## config.mk

```make
export PLATFORM = sky130hd
export DESIGN_NAME = bencode_stream_tokenizer
export DESIGN_NICKNAME = d
export VERILOG_FILES = /design/src/rtl/bst_pkg.sv /design/src/rtl/bencode_stream_tokenizer.sv /design/src/rtl/bst_core.sv /design/src/rtl/bst_out_buf.sv
export SDC_FILE = /design/constraint.sdc
export NUM_CORES = 1
export LEC_CHECK = 0
export ABC_CLOCK_PERIOD_IN_PS = 9900
export BUFFER_PORTS_ARGS = -buffer_cell sky130_fd_sc_hd__buf_2
export CORE_UTILIZATION = 45
export DETAILED_ROUTE_END_ITERATION = 16
export HOLD_SLACK_MARGIN = 0.03
export REMOVE_ABC_BUFFERS = 1
export SLEW_MARGIN = 5
export SYNTH_ARGS = -nofsm -noshare
export SYNTH_HDL_FRONTEND = slang
export SYNTH_SLANG_ARGS = --single-unit
```

## constraint.sdc

```tcl
create_clock -name clk -period 9.9 [get_ports clk]
set_input_delay 1.98 -clock clk [delete_from_list [all_inputs] [get_ports clk]]
set_output_delay 1.98 -clock clk [all_outputs]
set_load 0.01 [all_outputs]
```

## src/rtl/bst_pkg.sv

```systemverilog
// ----------------------------------------------------------------------------
// bst_pkg: shared types and codes of the bencode stream tokenizer
// Event codes, error codes, the framing characters of the encoding and the
// result word that travels from the parser core to the output buffer.
// ----------------------------------------------------------------------------
package bst_pkg;

  // Event codes carried in event_res.
  localparam logic [2:0] EV_LIST_START = 3'd0;
  localparam logic [2:0] EV_LIST_END   = 3'd1;
  localparam logic [2:0] EV_DICT_START = 3'd2;
  localparam logic [2:0] EV_DICT_END   = 3'd3;
  localparam logic [2:0] EV_INTEGER    = 3'd4;
  localparam logic [2:0] EV_STR_START  = 3'd5;
  localparam logic [2:0] EV_STR_BYTE   = 3'd6;
  localparam logic [2:0] EV_ERROR      = 3'd7;

  // Error codes carried in error_code.
  localparam logic [2:0] ERR_LEAD  = 3'd0;
  localparam logic [2:0] ERR_INT   = 3'd1;
  localparam logic [2:0] ERR_LEN   = 3'd2;
  localparam logic [2:0] ERR_DEEP  = 3'd3;
  localparam logic [2:0] ERR_TRUNC = 3'd4;

  // Framing characters.
  localparam logic [7:0] CH_INT    = 8'h69;  // 'i'
  localparam logic [7:0] CH_LIST   = 8'h6C;  // 'l'
  localparam logic [7:0] CH_DICT   = 8'h64;  // 'd'
  localparam logic [7:0] CH_END    = 8'h65;  // 'e'
  localparam logic [7:0] CH_COLON  = 8'h3A;  // ':'
  localparam logic [7:0] CH_MINUS  = 8'h2D;  // '-'
  localparam logic [7:0] CH_ZERO   = 8'h30;  // '0'
  localparam logic [7:0] CH_NINE   = 8'h39;  // '9'

  // Magnitude limits of a signed 64-bit integer, widened for the
  // multiply-accumulate result.
  localparam logic [67:0] INT_LIMIT_POS = 68'h0_7FFF_FFFF_FFFF_FFFF;
  localparam logic [67:0] INT_LIMIT_NEG = 68'h0_8000_0000_0000_0000;

  typedef struct packed {
    logic [2:0]         event_res;
    logic               is_key;
    logic [7:0]         payload_byte;
    logic signed [63:0] integer_value;
    logic [31:0]        string_length;
    logic               last_of_string;
    logic [2:0]         error_code;
    logic               last_result;
  } result_t;

  // Everything one byte produces: zero, one or two result words.
  typedef struct packed {
    logic [1:0] n;
    result_t    first;
    result_t    second;
  } step_res_t;

endpackage

```

## src/rtl/bencode_stream_tokenizer.sv

```systemverilog
// ----------------------------------------------------------------------------
// bencode_stream_tokenizer: streaming bencode parser with event output
// Registers each input word, decodes it against the parser state and
// queues its events in a two-slot result register.
// ----------------------------------------------------------------------------
// The tokenizer takes a bencoded message one byte per input word and
// returns a stream of event words: list and dictionary start and end,
// decoded integers, errors, and strings as a string_start word carrying the
// declared length followed by one string_byte word per payload byte, with
// is_key set on the strings of dictionary keys. A byte is first captured
// in an input register, then decoded against the parser state as soon as
// the result register can take its words, and written into the two-slot
// result register. The block sustains one input word per cycle while the
// result side keeps up; a byte that yields two words (its own event plus a
// truncation error on the final byte) holds the input side until the first
// of them is taken, as the result register hands out one word per cycle
// while result_ready is high. Bytes that yield no event (number digits,
// skipped bytes, anything after a finished value or an error) are consumed
// and produce nothing. last_result marks the final word of each byte.
// Raising end_of_message on a byte ends the message: the parser reports a
// truncation error if the top value was left open and then starts afresh.
// STACK_DEPTH bounds the nesting of containers and LENGTH_BITS bounds the
// declared string length; integers cover the full signed 64-bit range.
module bencode_stream_tokenizer import bst_pkg::*; #(
  parameter int STACK_DEPTH = 32,
  parameter int LENGTH_BITS = 32
) (
  input  logic               clk,
  input  logic               rst,
  input  logic               data_valid,
  output logic               data_ready,
  input  logic [7:0]         data_byte,
  input  logic               end_of_message,
  output logic               result_valid,
  input  logic               result_ready,
  output logic [2:0]         event_res,
  output logic               is_key,
  output logic [7:0]         payload_byte,
  output logic signed [63:0] integer_value,
  output logic [31:0]        string_length,
  output logic               last_of_string,
  output logic [2:0]         error_code,
  output logic               last_result
);

  // Input register.
  logic       in_valid_q;
  logic [7:0] in_byte_q;
  logic       in_eom_q;

  logic       can_load;
  logic       fire;
  step_res_t  step_res;
  result_t    head;

  // A registered byte is decoded as soon as the result register can take
  // everything it may produce; the input register refills in that cycle.
  assign fire       = in_valid_q && can_load;
  assign data_ready = !in_valid_q || fire;

  always_ff @(posedge clk) begin
    if (rst) begin
      in_valid_q <= 1'b0;
    end else if (data_valid && data_ready) begin
      in_valid_q <= 1'b1;
    end else if (fire) begin
      in_valid_q <= 1'b0;
    end
  end

  always_ff @(posedge clk) begin
    if (data_valid && data_ready) begin
      in_byte_q <= data_byte;
      in_eom_q  <= end_of_message;
    end
  end

  bst_core #(
    .STACK_DEPTH (STACK_DEPTH),
    .LENGTH_BITS (LENGTH_BITS)
  ) u_core (
    .clk            (clk),
    .rst            (rst),
    .step           (fire),
    .data_byte      (in_byte_q),
    .end_of_message (in_eom_q),
    .res            (step_res)
  );

  bst_out_buf u_out_buf (
    .clk        (clk),
    .rst        (rst),
    .load       (fire),
    .res        (step_res),
    .can_load   (can_load),
    .head       (head),
    .head_valid (result_valid),
    .head_ready (result_ready)
  );

  assign event_res      = head.event_res;
  assign is_key         = head.is_key;
  assign payload_byte   = head.payload_byte;
  assign integer_value  = head.integer_value;
  assign string_length  = head.string_length;
  assign last_of_string = head.last_of_string;
  assign error_code     = head.error_code;
  assign last_result    = head.last_result;

  // A word that is not the last of its byte always has a successor waiting.
  a_pending_follows: assert property (@(posedge clk) disable iff (rst)
    result_valid && result_ready && !last_result |=> result_valid)
    else $error("second word of a byte was lost");

  // With the result register empty, a held byte is decoded at once.
  a_no_idle_stall: assert property (@(posedge clk) disable iff (rst)
    in_valid_q && !result_valid |-> data_ready)
    else $error("input stalled with an empty result register");

  // A word that waits keeps its fields until it is taken.
  a_result_held: assert property (@(posedge clk) disable iff (rst)
    result_valid && !result_ready |=> result_valid && $stable(head))
    else $error("waiting result word changed");

endmodule

```

## src/rtl/bst_core.sv

```systemverilog
// ----------------------------------------------------------------------------
// bst_core: parser state and per-byte decode
// Holds the parse mode, the container stack and the number accumulator, and
// turns one registered byte into its result words combinationally.
// ----------------------------------------------------------------------------
module bst_core import bst_pkg::*; #(
  parameter int STACK_DEPTH = 32,
  parameter int LENGTH_BITS = 32
) (
  input  logic      clk,
  input  logic      rst,
  input  logic      step,
  input  logic [7:0] data_byte,
  input  logic      end_of_message,
  output step_res_t res
);

  localparam int DW    = $clog2(STACK_DEPTH + 1);
  localparam int IDX_W = (STACK_DEPTH > 1) ? $clog2(STACK_DEPTH) : 1;
  localparam logic [67:0] LEN_LIMIT = (68'd1 << LENGTH_BITS) - 68'd1;

  typedef enum logic [1:0] {
    MODE_VALUE,
    MODE_INT,
    MODE_LEN,
    MODE_BODY
  } mode_t;

  mode_t                   mode, mode_next;
  logic [STACK_DEPTH-1:0]  stack;
  logic [DW-1:0]           depth, depth_next, depth_m1;
  logic                    value_due, value_due_next;
  logic [63:0]             acc, acc_next;
  logic                    neg, neg_next;
  logic                    digit_seen, digit_seen_next;
  logic                    prefix_ended, prefix_ended_next;
  logic [LENGTH_BITS-1:0]  remaining, remaining_next;
  logic                    done, done_next;

  logic                    push_en, push_kind;
  logic                    is_digit, top_kind, top_dict, in_key;
  logic [3:0]              digit;
  logic [67:0]             prod;
  logic [63:0]             int_val;
  logic                    finish, raise;
  logic [2:0]              raise_code;
  logic                    ev_v, trunc_v;
  result_t                 ev, trunc;

  assign depth_m1 = depth - DW'(1);
  assign top_kind = stack[depth_m1[IDX_W-1:0]];
  assign top_dict = (depth != '0) && top_kind;
  assign in_key   = top_dict && !value_due;
  assign is_digit = (data_byte >= CH_ZERO) && (data_byte <= CH_NINE);
  assign digit    = data_byte[3:0];
  // acc * 10 + digit as two shifted copies and the digit.
  assign prod     = {1'b0, acc, 3'b000} + {3'b000, acc, 1'b0} + {64'd0, digit};
  assign int_val  = neg ? (64'd0 - acc) : acc;

  always_comb begin
    mode_next         = mode;
    depth_next        = depth;
    value_due_next    = value_due;
    acc_next          = acc;
    neg_next          = neg;
    digit_seen_next   = digit_seen;
    prefix_ended_next = prefix_ended;
    remaining_next    = remaining;
    done_next         = done;
    push_en           = 1'b0;
    push_kind         = 1'b0;
    finish            = 1'b0;
    raise             = 1'b0;
    raise_code        = ERR_LEAD;
    ev_v              = 1'b0;
    ev                = '0;

    if (!done) begin
      unique case (mode)
        MODE_VALUE: begin
          if ((depth != '0) && (data_byte == CH_END) && (!top_dict || !value_due)) begin
            depth_next     = depth_m1;
            value_due_next = 1'b0;
            if (depth_m1 == '0) begin
              done_next = 1'b1;
            end
            ev_v         = 1'b1;
            ev.event_res = top_kind ? EV_DICT_END : EV_LIST_END;
          end else if (is_digit) begin
            mode_next         = MODE_LEN;
            acc_next          = {60'd0, digit};
            digit_seen_next   = 1'b1;
            prefix_ended_next = 1'b0;
          end else if (data_byte == CH_MINUS) begin
            raise      = 1'b1;
            raise_code = ERR_LEN;
          end else if (in_key) begin
            raise      = 1'b1;
            raise_code = ERR_LEAD;
          end else if (data_byte == CH_INT) begin
            mode_next         = MODE_INT;
            acc_next          = '0;
            neg_next          = 1'b0;
            digit_seen_next   = 1'b0;
            prefix_ended_next = 1'b0;
          end else if ((data_byte == CH_LIST) || (data_byte == CH_DICT)) begin
            if (depth >= DW'(STACK_DEPTH)) begin
              raise      = 1'b1;
              raise_code = ERR_DEEP;
            end else begin
              push_en        = 1'b1;
              push_kind      = (data_byte == CH_DICT);
              depth_next     = depth + DW'(1);
              value_due_next = 1'b0;
              ev_v           = 1'b1;
              ev.event_res   = (data_byte == CH_DICT) ? EV_DICT_START : EV_LIST_START;
            end
          end else begin
            raise      = 1'b1;
            raise_code = ERR_LEAD;
          end
        end

        MODE_INT: begin
          if (data_byte == CH_END) begin
            if (!digit_seen) begin
              raise      = 1'b1;
              raise_code = ERR_INT;
            end else begin
              ev_v             = 1'b1;
              ev.event_res     = EV_INTEGER;
              ev.integer_value = int_val;
              finish           = 1'b1;
            end
          end else if (!prefix_ended) begin
            if (is_digit) begin
              if (prod > (neg ? INT_LIMIT_NEG : INT_LIMIT_POS)) begin
                raise      = 1'b1;
                raise_code = ERR_INT;
              end else begin
                acc_next        = prod[63:0];
                digit_seen_next = 1'b1;
              end
            end else if (!digit_seen) begin
              if ((data_byte == CH_MINUS) && !neg) begin
                neg_next = 1'b1;
              end else begin
                raise      = 1'b1;
                raise_code = ERR_INT;
              end
            end else begin
              prefix_ended_next = 1'b1;
            end
          end
        end

        MODE_LEN: begin
          if (data_byte == CH_COLON) begin
            ev_v              = 1'b1;
            ev.event_res      = EV_STR_START;
            ev.is_key         = in_key;
            ev.string_length  = acc[31:0];
            ev.last_of_string = (acc == '0);
            if (acc == '0) begin
              finish = 1'b1;
            end else begin
              remaining_next = acc[LENGTH_BITS-1:0];
              mode_next      = MODE_BODY;
            end
          end else if (!prefix_ended) begin
            if (is_digit) begin
              if (prod > LEN_LIMIT) begin
                raise      = 1'b1;
                raise_code = ERR_LEN;
              end else begin
                acc_next = prod[63:0];
              end
            end else begin
              prefix_ended_next = 1'b1;
            end
          end
        end

        MODE_BODY: begin
          ev_v              = 1'b1;
          ev.event_res      = EV_STR_BYTE;
          ev.is_key         = in_key;
          ev.payload_byte   = data_byte;
          ev.last_of_string = (remaining <= LENGTH_BITS'(1));
          if (remaining <= LENGTH_BITS'(1)) begin
            remaining_next = '0;
            finish         = 1'b1;
          end else begin
            remaining_next = remaining - LENGTH_BITS'(1);
          end
        end

        default: begin
          mode_next = MODE_VALUE;
        end
      endcase
    end

    // A finished scalar completes the message at top level, flips the key/value
    // phase of an enclosing dictionary and leaves an enclosing list as it is.
    if (finish) begin
      mode_next = MODE_VALUE;
      if (depth == '0) begin
        done_next = 1'b1;
      end else if (top_kind) begin
        value_due_next = !value_due;
      end
    end

    if (raise) begin
      ev_v          = 1'b1;
      ev            = '0;
      ev.event_res  = EV_ERROR;
      ev.error_code = raise_code;
      done_next     = 1'b1;
      mode_next     = MODE_VALUE;
    end

    trunc            = '0;
    trunc.event_res  = EV_ERROR;
    trunc.error_code = ERR_TRUNC;
    trunc_v          = end_of_message && !done_next;

    // The final byte of a message returns the parser to its reset state.
    if (end_of_message) begin
      mode_next         = MODE_VALUE;
      depth_next        = '0;
      value_due_next    = 1'b0;
      acc_next          = '0;
      neg_next          = 1'b0;
      digit_seen_next   = 1'b0;
      prefix_ended_next = 1'b0;
      remaining_next    = '0;
      done_next         = 1'b0;
    end
  end

  always_comb begin
    res                    = '0;
    res.n                  = {1'b0, ev_v} + {1'b0, trunc_v};
    res.first              = ev_v ? ev : trunc;
    res.first.last_result  = !(ev_v && trunc_v);
    res.second             = trunc;
    res.second.last_result = 1'b1;
  end

  always_ff @(posedge clk) begin
    if (rst) begin
      mode         <= MODE_VALUE;
      depth        <= '0;
      value_due    <= 1'b0;
      acc          <= '0;
      neg          <= 1'b0;
      digit_seen   <= 1'b0;
      prefix_ended <= 1'b0;
      remaining    <= '0;
      done         <= 1'b0;
    end else if (step) begin
      mode         <= mode_next;
      depth        <= depth_next;
      value_due    <= value_due_next;
      acc          <= acc_next;
      neg          <= neg_next;
      digit_seen   <= digit_seen_next;
      prefix_ended <= prefix_ended_next;
      remaining    <= remaining_next;
      done         <= done_next;
    end
  end

  // Container kinds: 0 list, 1 dictionary. Entries above the depth are
  // never used, so the stack needs no reset.
  always_ff @(posedge clk) begin
    if (step && push_en) begin
      stack[depth[IDX_W-1:0]] <= push_kind;
    end
  end

  a_depth_bounded: assert property (@(posedge clk) disable iff (rst)
    depth <= DW'(STACK_DEPTH))
    else $error("nesting depth beyond stack size");

  a_eom_resets: assert property (@(posedge clk) disable iff (rst)
    step && end_of_message |=> (depth == '0) && (mode == MODE_VALUE) && !done)
    else $error("parser not back at start after final byte");

  a_error_stops: assert property (@(posedge clk) disable iff (rst)
    step && !end_of_message && (res.n != 2'd0) && (res.first.event_res == EV_ERROR)
    |=> done)
    else $error("parser kept going after an error");

endmodule

```

## src/rtl/bst_out_buf.sv

```systemverilog
// ----------------------------------------------------------------------------
// bst_out_buf: two-slot result register
// Takes all result words of one byte at once and hands them out one word
// per cycle in order while head_ready is high.
// ----------------------------------------------------------------------------
module bst_out_buf import bst_pkg::*; (
  input  logic      clk,
  input  logic      rst,
  input  logic      load,
  input  step_res_t res,
  output logic      can_load,
  output result_t   head,
  output logic      head_valid,
  input  logic      head_ready
);

  logic [1:0] count;
  result_t    slot0, slot1;
  logic       take;

  assign take       = (count != 2'd0) && head_ready;
  assign can_load   = (count == 2'd0) || ((count == 2'd1) && head_ready);
  assign head       = slot0;
  assign head_valid = (count != 2'd0);

  always_ff @(posedge clk) begin
    if (rst) begin
      count <= 2'd0;
    end else if (load && (res.n != 2'd0)) begin
      count <= res.n;
    end else if (take) begin
      count <= count - 2'd1;
    end
  end

  always_ff @(posedge clk) begin
    if (load && (res.n != 2'd0)) begin
      slot0 <= res.first;
      slot1 <= res.second;
    end else if (take && (count == 2'd2)) begin
      slot0 <= slot1;
    end
  end

endmodule
```

== Word level (Yosys, flattened, before mapping) ==
Cells that the tools add are included.

* Bits in latches: 0
* Logic and storage cells: 339
* Memories kept: 0
* Input bits: 13
* Bits in writable memories: 0
* Memory bits (read-only): 0
* Output and inout port bits: 115
* Register bits: 266

* Bitwise logic cells: 0
* Multiply operators: 0
* $add $sub $neg: 8
* Divide/modulo/power cells: 0
* Shifts and indexed selects: 0
* Eq/ne operators: 45
* Reduce and logical (&&, ||, !) cells: 50
* Mux-type cells: 205
* $lt $le $gt $ge: 9

{| class="wikitable"
|+ Operator list
! kind !! number
|-
| $mux 64 || 20
|-
| $mux 113 || 4
|-
| $mux 32 || 6
|-
| $pmux 64 s3 || 1
|-
| $mux 109 || 1
|-
| $mux 1 || 106
|-
| $add 67x65->68 || 1
|-
| $add 68x4->68 || 1
|-
| $gt 68x32->1 const B || 1
|-
| $gt 68x68->1 || 1
|-
| $logic_not 64->1 || 1
|-
| $pmux 32 s2 || 1
|-
| $sub 1x64->64 const A || 1
|-
| $mux 3 || 20
|-
| $mux 6 || 10
|-
| $ne 3x3->1 const B || 15
|-
| $mux 2 || 19
|-
| $mux 33 || 1
|-
| $bwmux 32 || 1
|-
| $eq 8x7->1 const B || 4
|-
| $le 32x1->1 const B || 1
|-
| $sub 32x1->32 const B || 1
|-
| $reduce_and 9->1 || 3
|-
| $ne 3x2->1 const B || 8
|-
| other kinds (45) || 89
|}

== Logic depth before layout (Yosys ltp) ==
Gate-level depths: netlist (run 1).

* Word-level depth: 19
* Mapped depth: 32
* Mapped depth without buffers: 30

== Modules after synthesis ==
From an unflattened synthesis (run 1), not the netlist that was laid out.

* Cells, all modules: 2929
* Area, all modules: 26233.9 um^2

{| class="wikitable"
|+ Modules (own cells, without submodules)
! module !! cells an instance !! area each (um^2) !! times used !! seq. area each (um^2)
|-
| bst_core || 2302 || 17548.1 || 1 || 3143.0
|-
| bst_out_buf || 612 || 8353.0 || 1 || 6826.5
|-
| bencode_stream_tokenizer || 15 || 332.8 || 1 || 290.3
|}

== Worst setup path after synthesis (run 1) ==
OpenSTA, ideal clock, no wires.

* Path kind: flip-flop to flip-flop
* Start: reg in_byte_q[3]
* End: reg u_out_buf.slot0, in the netlist u_out_buf.head[0] (enable)
* Cell stages (with the launch flop): 26
* Data required time: 9429 ps
* Path slack: 1473 ps
* Clock period less this slack: 8427 ps
* Buffers on the path: 0
* Arrival: 7957 ps
* Setup time: 471 ps
* Path through: edfxtp_1 fa_1 ha_1 o211ai_1 o21ai_0 nand4_1 a311oi_1 nor3_1 o41ai_1 xor2_1 ha_1 nand4_1 or2_2 nor3_1 nand2_1 nor4_1 nand4_1 and3_1 or2_2 a32oi_1 a21oi_1 nor3_1 inv_1 ha_1 nor2_1 a21o_1

* Cells in the longest elaborated chain, start to end: 17
* Elaborated cells on any way between the ends: 60
* Those cells by class: add/sub: 2; order compare: 4; eq/ne: 6; mux: 38; reduce/logical: 10

{| class="wikitable"
|+ Ends and longest elaborated chain
! what !! RTL line !! RTL
|-
| start: declaration || bencode_stream_tokenizer.sv:48 || <nowiki>logic [7:0] in_byte_q;</nowiki>
|-
| start signal: assignment || bencode_stream_tokenizer.sv:73 || <nowiki>in_byte_q <= data_byte;</nowiki>
|-
| branches (longest 13 deep; another with $add 68x4->68) || -- ||
|-
| $add 1x1->2 (*) || bst_core.sv:245 || <nowiki>res.n = {1'b0, ev_v} + {1'b0, trunc_v};</nowiki>
|-
| $reduce_bool 2->1 (*) || bst_out_buf.sv:37 || <nowiki>if (load && (res.n != 2'd0)) begin</nowiki>
|-
| $logic_and 1x1->1 (*) || bst_out_buf.sv:37 ||
|-
| $reduce_bool 2->1 (no line) (*) || -- ||
|-
| end signal: assignment || bst_out_buf.sv:38 || <nowiki>slot0 <= res.first;</nowiki>
|-
| end signal: assignment || bst_out_buf.sv:41 || <nowiki>slot0 <= slot1;</nowiki>
|-
| end: declaration || bst_out_buf.sv:18 || <nowiki>result_t slot0, slot1;</nowiki>
|}

Mark *: on every way between the ends.
A chain may end at the register's enable or synchronous reset.

== Worst setup path after layout (run 1) ==
* Start: reg in_byte_q[3]
* End: reg u_out_buf.slot0, in the netlist u_out_buf.head[100] (data pin)

* Cells in the longest elaborated chain, start to end: 17
* Elaborated cells on any way between the ends: 65
* Those cells by class: add/sub: 2; order compare: 4; eq/ne: 6; mux: 44; reduce/logical: 9

{| class="wikitable"
|+ Ends and longest elaborated chain
! what !! RTL line
|-
| branches (longest 16 deep; another with $add 68x4->68) || --
|-
| $mux 113 (*) || bst_out_buf.sv:37
|}

Marks and branches as above.

==> results.md, run 1 <==
- Layout area overhead: 9.72%
- Final Wtd Congestion: 0.965
- Startpoint Class: flip-flop
- Vias in the first global route: 18400
- Fin area: 0.0232 mm²
- Layout cell share with drive strength beyond 1: 0.107
- Largest net degree at the start of global routing: 82
- Post-route ant nets: 0
- Buffers on Ports: 127
- Post-Syn Instances: 2475
- Synth Area in Compound Gates: 0.194
- Period minus WS final: 9.15 ns
- First-pass GRT wire length: 105000 µm
- HPWL Detailed: 49800 µm
- Net Sw Power: 0.687 mW
- Initial antenna violation count: 1
- Clk Latency, worst-skew pair: 0.62 ns
- Slew headroom: 0.0747
- Final instance count without filler cells: 3150
- Warnings, synthesis: 0
- Pleak: 9.36 nW
- Most common cell after layout, fill and taps aside: nor2_1
- Max_cap viols: 0
- Post-Syn Area: 0.0212 mm²
- Switch share: 0.255
- Root Buffer: clkbuf_16
- Count of different cell masters after synthesis: 94
- Share of power burned in registers: 0.466
- Gr ovfl total: 0
- Clock transition at path regs: 0.06 ns
- Critical Path AT: 9.51 ns
- Fillcell total: 4501
- Starting density of the core: 0.456
- XOR/XNOR Fraction of Synth Area: 0.0542
- Post-Synth Simple-Gate Area: 0.234
- Async set or reset register ratio after synthesis: 0
- Combinational power share: 0.090
- R2r setup slk: 0.75 ns
- Hold/Removal Path Class: reg2reg
- Die Height: 219 µm
- F_max: 109 MHz
- Unrepaired setup endpoints after global routing: no
- Final #Nets: 2739
- Fin util: 0.500
- Die width: 219 µm
- Seq cells post-synth: 266
- Critical path class: reg2reg
- Cell mode on critical path: inv_1
- Hold worst-path end: u_core.remaining[11]
- Die ar.: 0.0480 mm²
- HP Start: u_core.remaining[11]
- IO Pins: 128
- All-Layer GR Usage: 0.278
- Syn Area/Cell: 8.56 µm²
- # DRC: 0
- Setup TNS: 0 ns
- Clock sinks: 266
- CTS tree: built
- Peak VDD IR: 0.000134 V
- Adder-cell share of the synthesized area: 0.124
- Slowest-stage cell, CP: o21ai_0
- Register Area: 0.00687 mm²
- Longest Clk Path Bufs: 3
- Post-synth EDFFs: 154
- Multi-input logic area: 0.0135 mm²
- Ys flop type: edfxtp_1
- Outcome: completed
- Final Skew: 0.0200 ns
- Placed Cells: 3091
- WP data required: 10.26 ns
- Path depth of the worst reg2reg path: 30
- Worst-Margin Slew: 1.38 ns
- Total Wirelength: 67200 µm
- Htree depth: 1
- Pwr dens: 116 mW/mm²
- Core area: 0.0465 mm²
- R2R Path Start: in_byte_q[3]
- Clock share of power: 0.445
- DRT Pass-1 Iters: 6
- Post-CTS setup buffers: 0
- Site Rows: 79
- Vias per Instance: 6.18
- Multiplexer share of the synthesized area: 0.0305
- CP Max Fanout: 47
- DP Area: 0.0222 mm²
- Reg-to-reg endpoint: u_out_buf.head[100]
- DR WL/cell: 21.3 µm
- Internal power: 2.01 mW
- Largest family of logic cells by synthesized area: simple AND/OR/NAND/NOR gates
- Sequential area share after synthesis: 0.324
- Starting DRT DRC Count: 1650
- Crit end category: flip-flop
- Period utilization: 0.924
- CTS Buf Count: 31
- Final Max Slew Viols: 0
- Commonest non-fill, non-tap cells in the layout: nor2_1, nand2_1, ha_1
- Vias post-DR: 19500
- Final Hold Viols: 0
- Setup violators final: 0
- Worst path max stage delay: 0.63 ns
- Worst hold path stage count: 2
## cells in the mapped netlist (53+ instances only)
master	number	share of area
nor2_1	253	0.045
nand2_1	250	0.044
ha_1	207	0.12
a21oi_1	174	0.041
edfxtp_1	154	0.22
o21ai_0	126	0.030
dfxtp_1	112	0.11
clkbuf_1	92	0.016
nor3_1	89	0.021
xor2_1	81	0.033
nand2b_1	73	0.022
nand3_1	68	0.016
nand4_1	60	0.018
inv_1	53	0.0094
## per-stage QoR
step	worst slack, ns	hold slack, ns	power [mW]
final	0.750	0.485	2.70
after floorplan	-0.115	0.443	1.42
after global routing	0.0245	0.498	2.79
after global placement	0.350	0.459	1.52
after detailed placement	0.306	0.471	1.52
after CTS	0.238	0.482	2.72
## cells by family (layout without fill, tap and decap cells)
kind of cell / count (synthesis) / count (layout)
XOR/XNOR: 131 / 131
adder cells (fa/ha/maj): 209 / 209
other: 0 / 1
multiplexers: 54 / 54
buffers and inverters: 194 / 261
AND/OR/NAND/NOR: 1001 / 1001
flip-flops: 266 / 266
AO/OA/AOI/OAI: 620 / 620
## layer usage
layer	GRT usage	vias up	share of wire
met4	0.0852	0	0.033
met1	0.385	9361	0.46
met3	0.0388	130	0.063
met5	0	-	0
li1	-	9320	-
met2	0.446	649	0.45
## power by group through the flow
stage / registers [mW] / logic (mW) / clock network (mW)
final: 1.25 / 0.241 / 1.20
after global routing: 1.26 / 0.265 / 1.26
after CTS: 1.26 / 0.243 / 1.22
after detailed placement: 1.28 / 0.242 / 0
after global placement: 1.28 / 0.238 / 0
after floorplan: 1.31 / 0.111 / 0
## critical path: cells and delay by family, from the launching register on
kind | cells | cell delay [ns]
buf+inv | 5 | 0.98
compound gates | 7 | 2.50
fa+ha+maj | 4 | 1.51
simple gates | 14 | 3.37
flops | 1 | 0.53
## final cells by class
cell class | count | area share
Antenna cell | 1 | 0.000108
Clock buffer | 40 | 0.0357
Clock inverter | 18 | 0.00947
Inverter | 53 | 0.00856
Multi-Input combinational cell | 2015 | 0.582
Sequential cell | 266 | 0.296
Tap cell | 607 | 0.0327
Timing Repair Buffer | 150 | 0.0354
## state kept, by name (all words and copies together) (netlist names), 2 cells and up
register	cells
u_out_buf.head	113
u_core.acc	64
u_core.remaining	32
u_core.stack	32
in_byte_q	8
u_core.depth	6
u_core.mode	2
u_out_buf.count	2
## repair_timing
item                       in CTS  in global routing
hold buffers                    0                  0
resized for setup               0                  2
setup endpoints to repair       0                 99
## worst max-delay path by stage
stage	depth (start not counted)	slack (ns)	startpoint	endpoint
floorplan	21	-0.12	in_byte_q[3]	u_core.acc[10]
global placement	30	0.35	in_byte_q[3]	u_out_buf.head[96]
detailed placement	30	0.31	in_byte_q[3]	u_out_buf.head[96]
global route	30	0.02	in_byte_q[3]	u_out_buf.head[99]
CTS	30	0.24	in_byte_q[3]	u_out_buf.head[96]
finish	30	0.75	in_byte_q[3]	u_out_buf.head[100]
No activity file was read; power rests on OpenSTA's default activity.
==> inputs of run 2 (changes only) <==
--- a/config.mk
+++ b/config.mk
@@ -10,6 +10,7 @@
 export CORE_UTILIZATION = 45
 export DETAILED_ROUTE_END_ITERATION = 16
 export HOLD_SLACK_MARGIN = 0.03
+export PLACE_DENSITY = 0.69
 export REMOVE_ABC_BUFFERS = 1
 export SLEW_MARGIN = 5
 export SYNTH_ARGS = -nofsm -noshare
==> results.md, run 2 (same netlist as run 1, synthesis figures left out) <==
- # DRC: 0 (unchanged)
- Largest net degree at the start of global routing: 68 (-17%)
- Clock sinks: 266 (unchanged)
- Hold worst-path end: u_core.remaining[5]
- R2r setup slk: 0.76 ns (about the same)
- Setup violators final: 0 (unchanged)
- Top delay family on crit path: simple AND/OR/NAND/NOR gates
- Share of power burned in registers: 0.467 (about the same)
- First-pass GRT wire length: 105000 µm (+0.23%)
- Switch share: 0.255 (about the same)
- Commonest non-fill, non-tap cells in the layout: nor2_1, nand2_1, ha_1
- Number of diodes: 0 (-1)
- All-Layer GR Usage: 0.278 (about the same)
- CP Max Fanout: 46 (-2.1%)
- Crit. path cell count: 29 (-3.3%)
- Worst path max stage delay: 0.95 ns (+0.32 ns)
- DRT Pass-1 Iters: 7 (+1)
- HP Start: u_core.remaining[5]
- CP bufs+invs: 4 (-1)
- Critical path class: reg2reg
- WP data required: 10.36 ns (+0.10 ns)
- WL met3: 3990 µm (-5.6%)
- Clk Latency, worst-skew pair: 0.62 ns (about the same)
- Layout cell share with drive strength beyond 1: 0.106 (-0.00101)
- Initial antenna violation count: 1 (unchanged)
- Final Wtd Congestion: 0.951 (-1.4%)
- Pwr dens: 116 mW/mm² (-0.12%)
- Layout area overhead: 9.60%
- Final #Nets: 2736 (-0.11%)
- Placed Cells: 3089 (-0.065%)
- Path depth of the worst reg2reg path: 29 (-3.3%)
- Final Skew: 0.0164 ns (-0.00365 ns)
- Slew headroom: 0.119 (+0.0440)
- Htree depth: 1 (unchanged)
- Final Max Slew Viols: 0 (unchanged)
- Final Hold Viols: 0 (unchanged)
- Die ar.: 0.0480 mm² (unchanged)
- Pleak: 9.35 nW (-0.14%)
- R2R Path Start: in_byte_q[3]
- Post-CTS setup buffers: 0 (unchanged)
- IO Pins: 128 (unchanged)
- Hold/Removal Path Class: reg2reg
- Critical Path AT: 9.60 ns (+0.09 ns)
- Longest Clk Path Bufs: 3 (unchanged)
- Total Wirelength: 67500 µm (+0.46%)
- Net Sw Power: 0.685 mW (-0.26%)
- Die Height: 219 µm (unchanged)
- Starting density of the core: 0.456 (unchanged)
- HPWL Detailed: 50000 µm (+0.48%)
- Fin util: 0.500 (-0.000512)
- Outcome: completed
- M1 WL: 30100 µm (-1.6%)
- Die width: 219 µm (unchanged)
- Worst hold path stage count: 2 (unchanged)
- Slowest-stage cell, CP: or3_2
- Vias in the first global route: 18700 (+1.3%)
- F_max: 109 MHz (+0.16%)
- DR WL/cell: 21.5 µm (+0.62%)
- Unrepaired setup endpoints after global routing: no
- Period utilization: 0.923 (-0.00147)
- DR top layer: met4
- Largest register FFs: 113 (unchanged)
- Post-route ant nets: 0 (unchanged)
- Period minus WS final: 9.14 ns (-0.0146 ns)
- Final instance count without filler cells: 3145 (-0.16%)
- Total power: 2.69 mW (-0.22%)
- Worst-Margin Slew: 1.32 ns (-0.0533 ns)
- Clock transition at path regs: 0.06 ns (about the same)
- Crit end category: flip-flop
- CTS tree: built
- Most common cell after layout, fill and taps aside: nor2_1
- Hold buffer count at cts: 0 (unchanged)
- Startpoint Class: flip-flop
- CTS Buf Count: 30 (-3.2%)
- Vias per Instance: 6.26 (+1.3%)
- Reg-to-reg endpoint: u_out_buf.head[62]
- Site Rows: 79 (unchanged)
- Fillcell total: 4399 (-2.3%)
- Core area: 0.0465 mm² (unchanged)
- Internal power: 2.00 mW (-0.20%)
- Buffers on Ports: 127 (unchanged)
- Combinational power share: 0.090 (about the same)
- Root Buffer: clkbuf_16
- Metal2 WL: 31200 µm (+3.6%)
- Post-cts sizing count: 0 (unchanged)
- Starting DRT DRC Count: 1872 (+13%)
- Vias post-DR: 19700 (+1.1%)
- Peak VDD IR: 0.000122 V (-8.6%)
- Gr ovfl total: 0 (unchanged)
- Clock share of power: 0.443 (-0.002)
- Max_cap viols: 0 (unchanged)
## run 2: worst max path at each step
stage	from	end	slack (ns)
global route	in_byte_q[3]	u_out_buf.head[62]	0.10
floorplan	in_byte_q[3]	u_core.acc[10]	-0.12
CTS	in_byte_q[3]	u_out_buf.head[62]	0.59
finish	in_byte_q[3]	u_out_buf.head[62]	0.76
global placement	in_byte_q[3]	u_out_buf.head[64]	0.85
detailed placement	in_byte_q[3]	u_out_buf.head[62]	0.64
## run 2: metal layers
layer,track usage,up-vias
met5,0,-
met4,0.0912,0
met3,0.0279,122
met2,0.458,770
met1,0.379,9482
li1,-,9301
## run 2: worst reg2reg max path, delay by kind of cell, from the launching register on
kind	cells	cell delay, ns
buf+inv	4	0.81
fa+ha+maj	4	1.55
simple gates	14	3.76
flops	1	0.54
compound gates	7	2.35
## run 2: cell type report
class / count / area (µm²) / area share
clock buffer: 41 / 832 / 0.0358
clock inverter: 15 / 210 / 0.00905
inverter: 53 / 199 / 0.00857
multi-input combinational: 2015 / 13500 / 0.583
sequential: 266 / 6870 / 0.296
tap: 607 / 759 / 0.0327
timing repair buffer: 148 / 808 / 0.0348
## run 2: per-stage QoR
step | instance area, µm² | worst slack (ns) | hold slack [ns] | TNS [ns]
CTS | 23200 | 0.592 | 0.493 | 0
global placement | 22200 | 0.850 | 0.461 | 0
detailed placement | 22200 | 0.636 | 0.476 | 0
floorplan | 20600 | -0.115 | 0.443 | -3.00
global route | 23200 | 0.104 | 0.525 | 0
finish | 23200 | 0.764 | 0.494 | 0
## run 2: power groups by stage
stage	Combinational (mW)	Sequential, mW	Clock, mW
global placement	0.238	1.28	0
floorplan	0.111	1.31	0
CTS	0.243	1.26	1.21
finish	0.242	1.26	1.19
global route	0.263	1.26	1.25
detailed placement	0.242	1.28	0
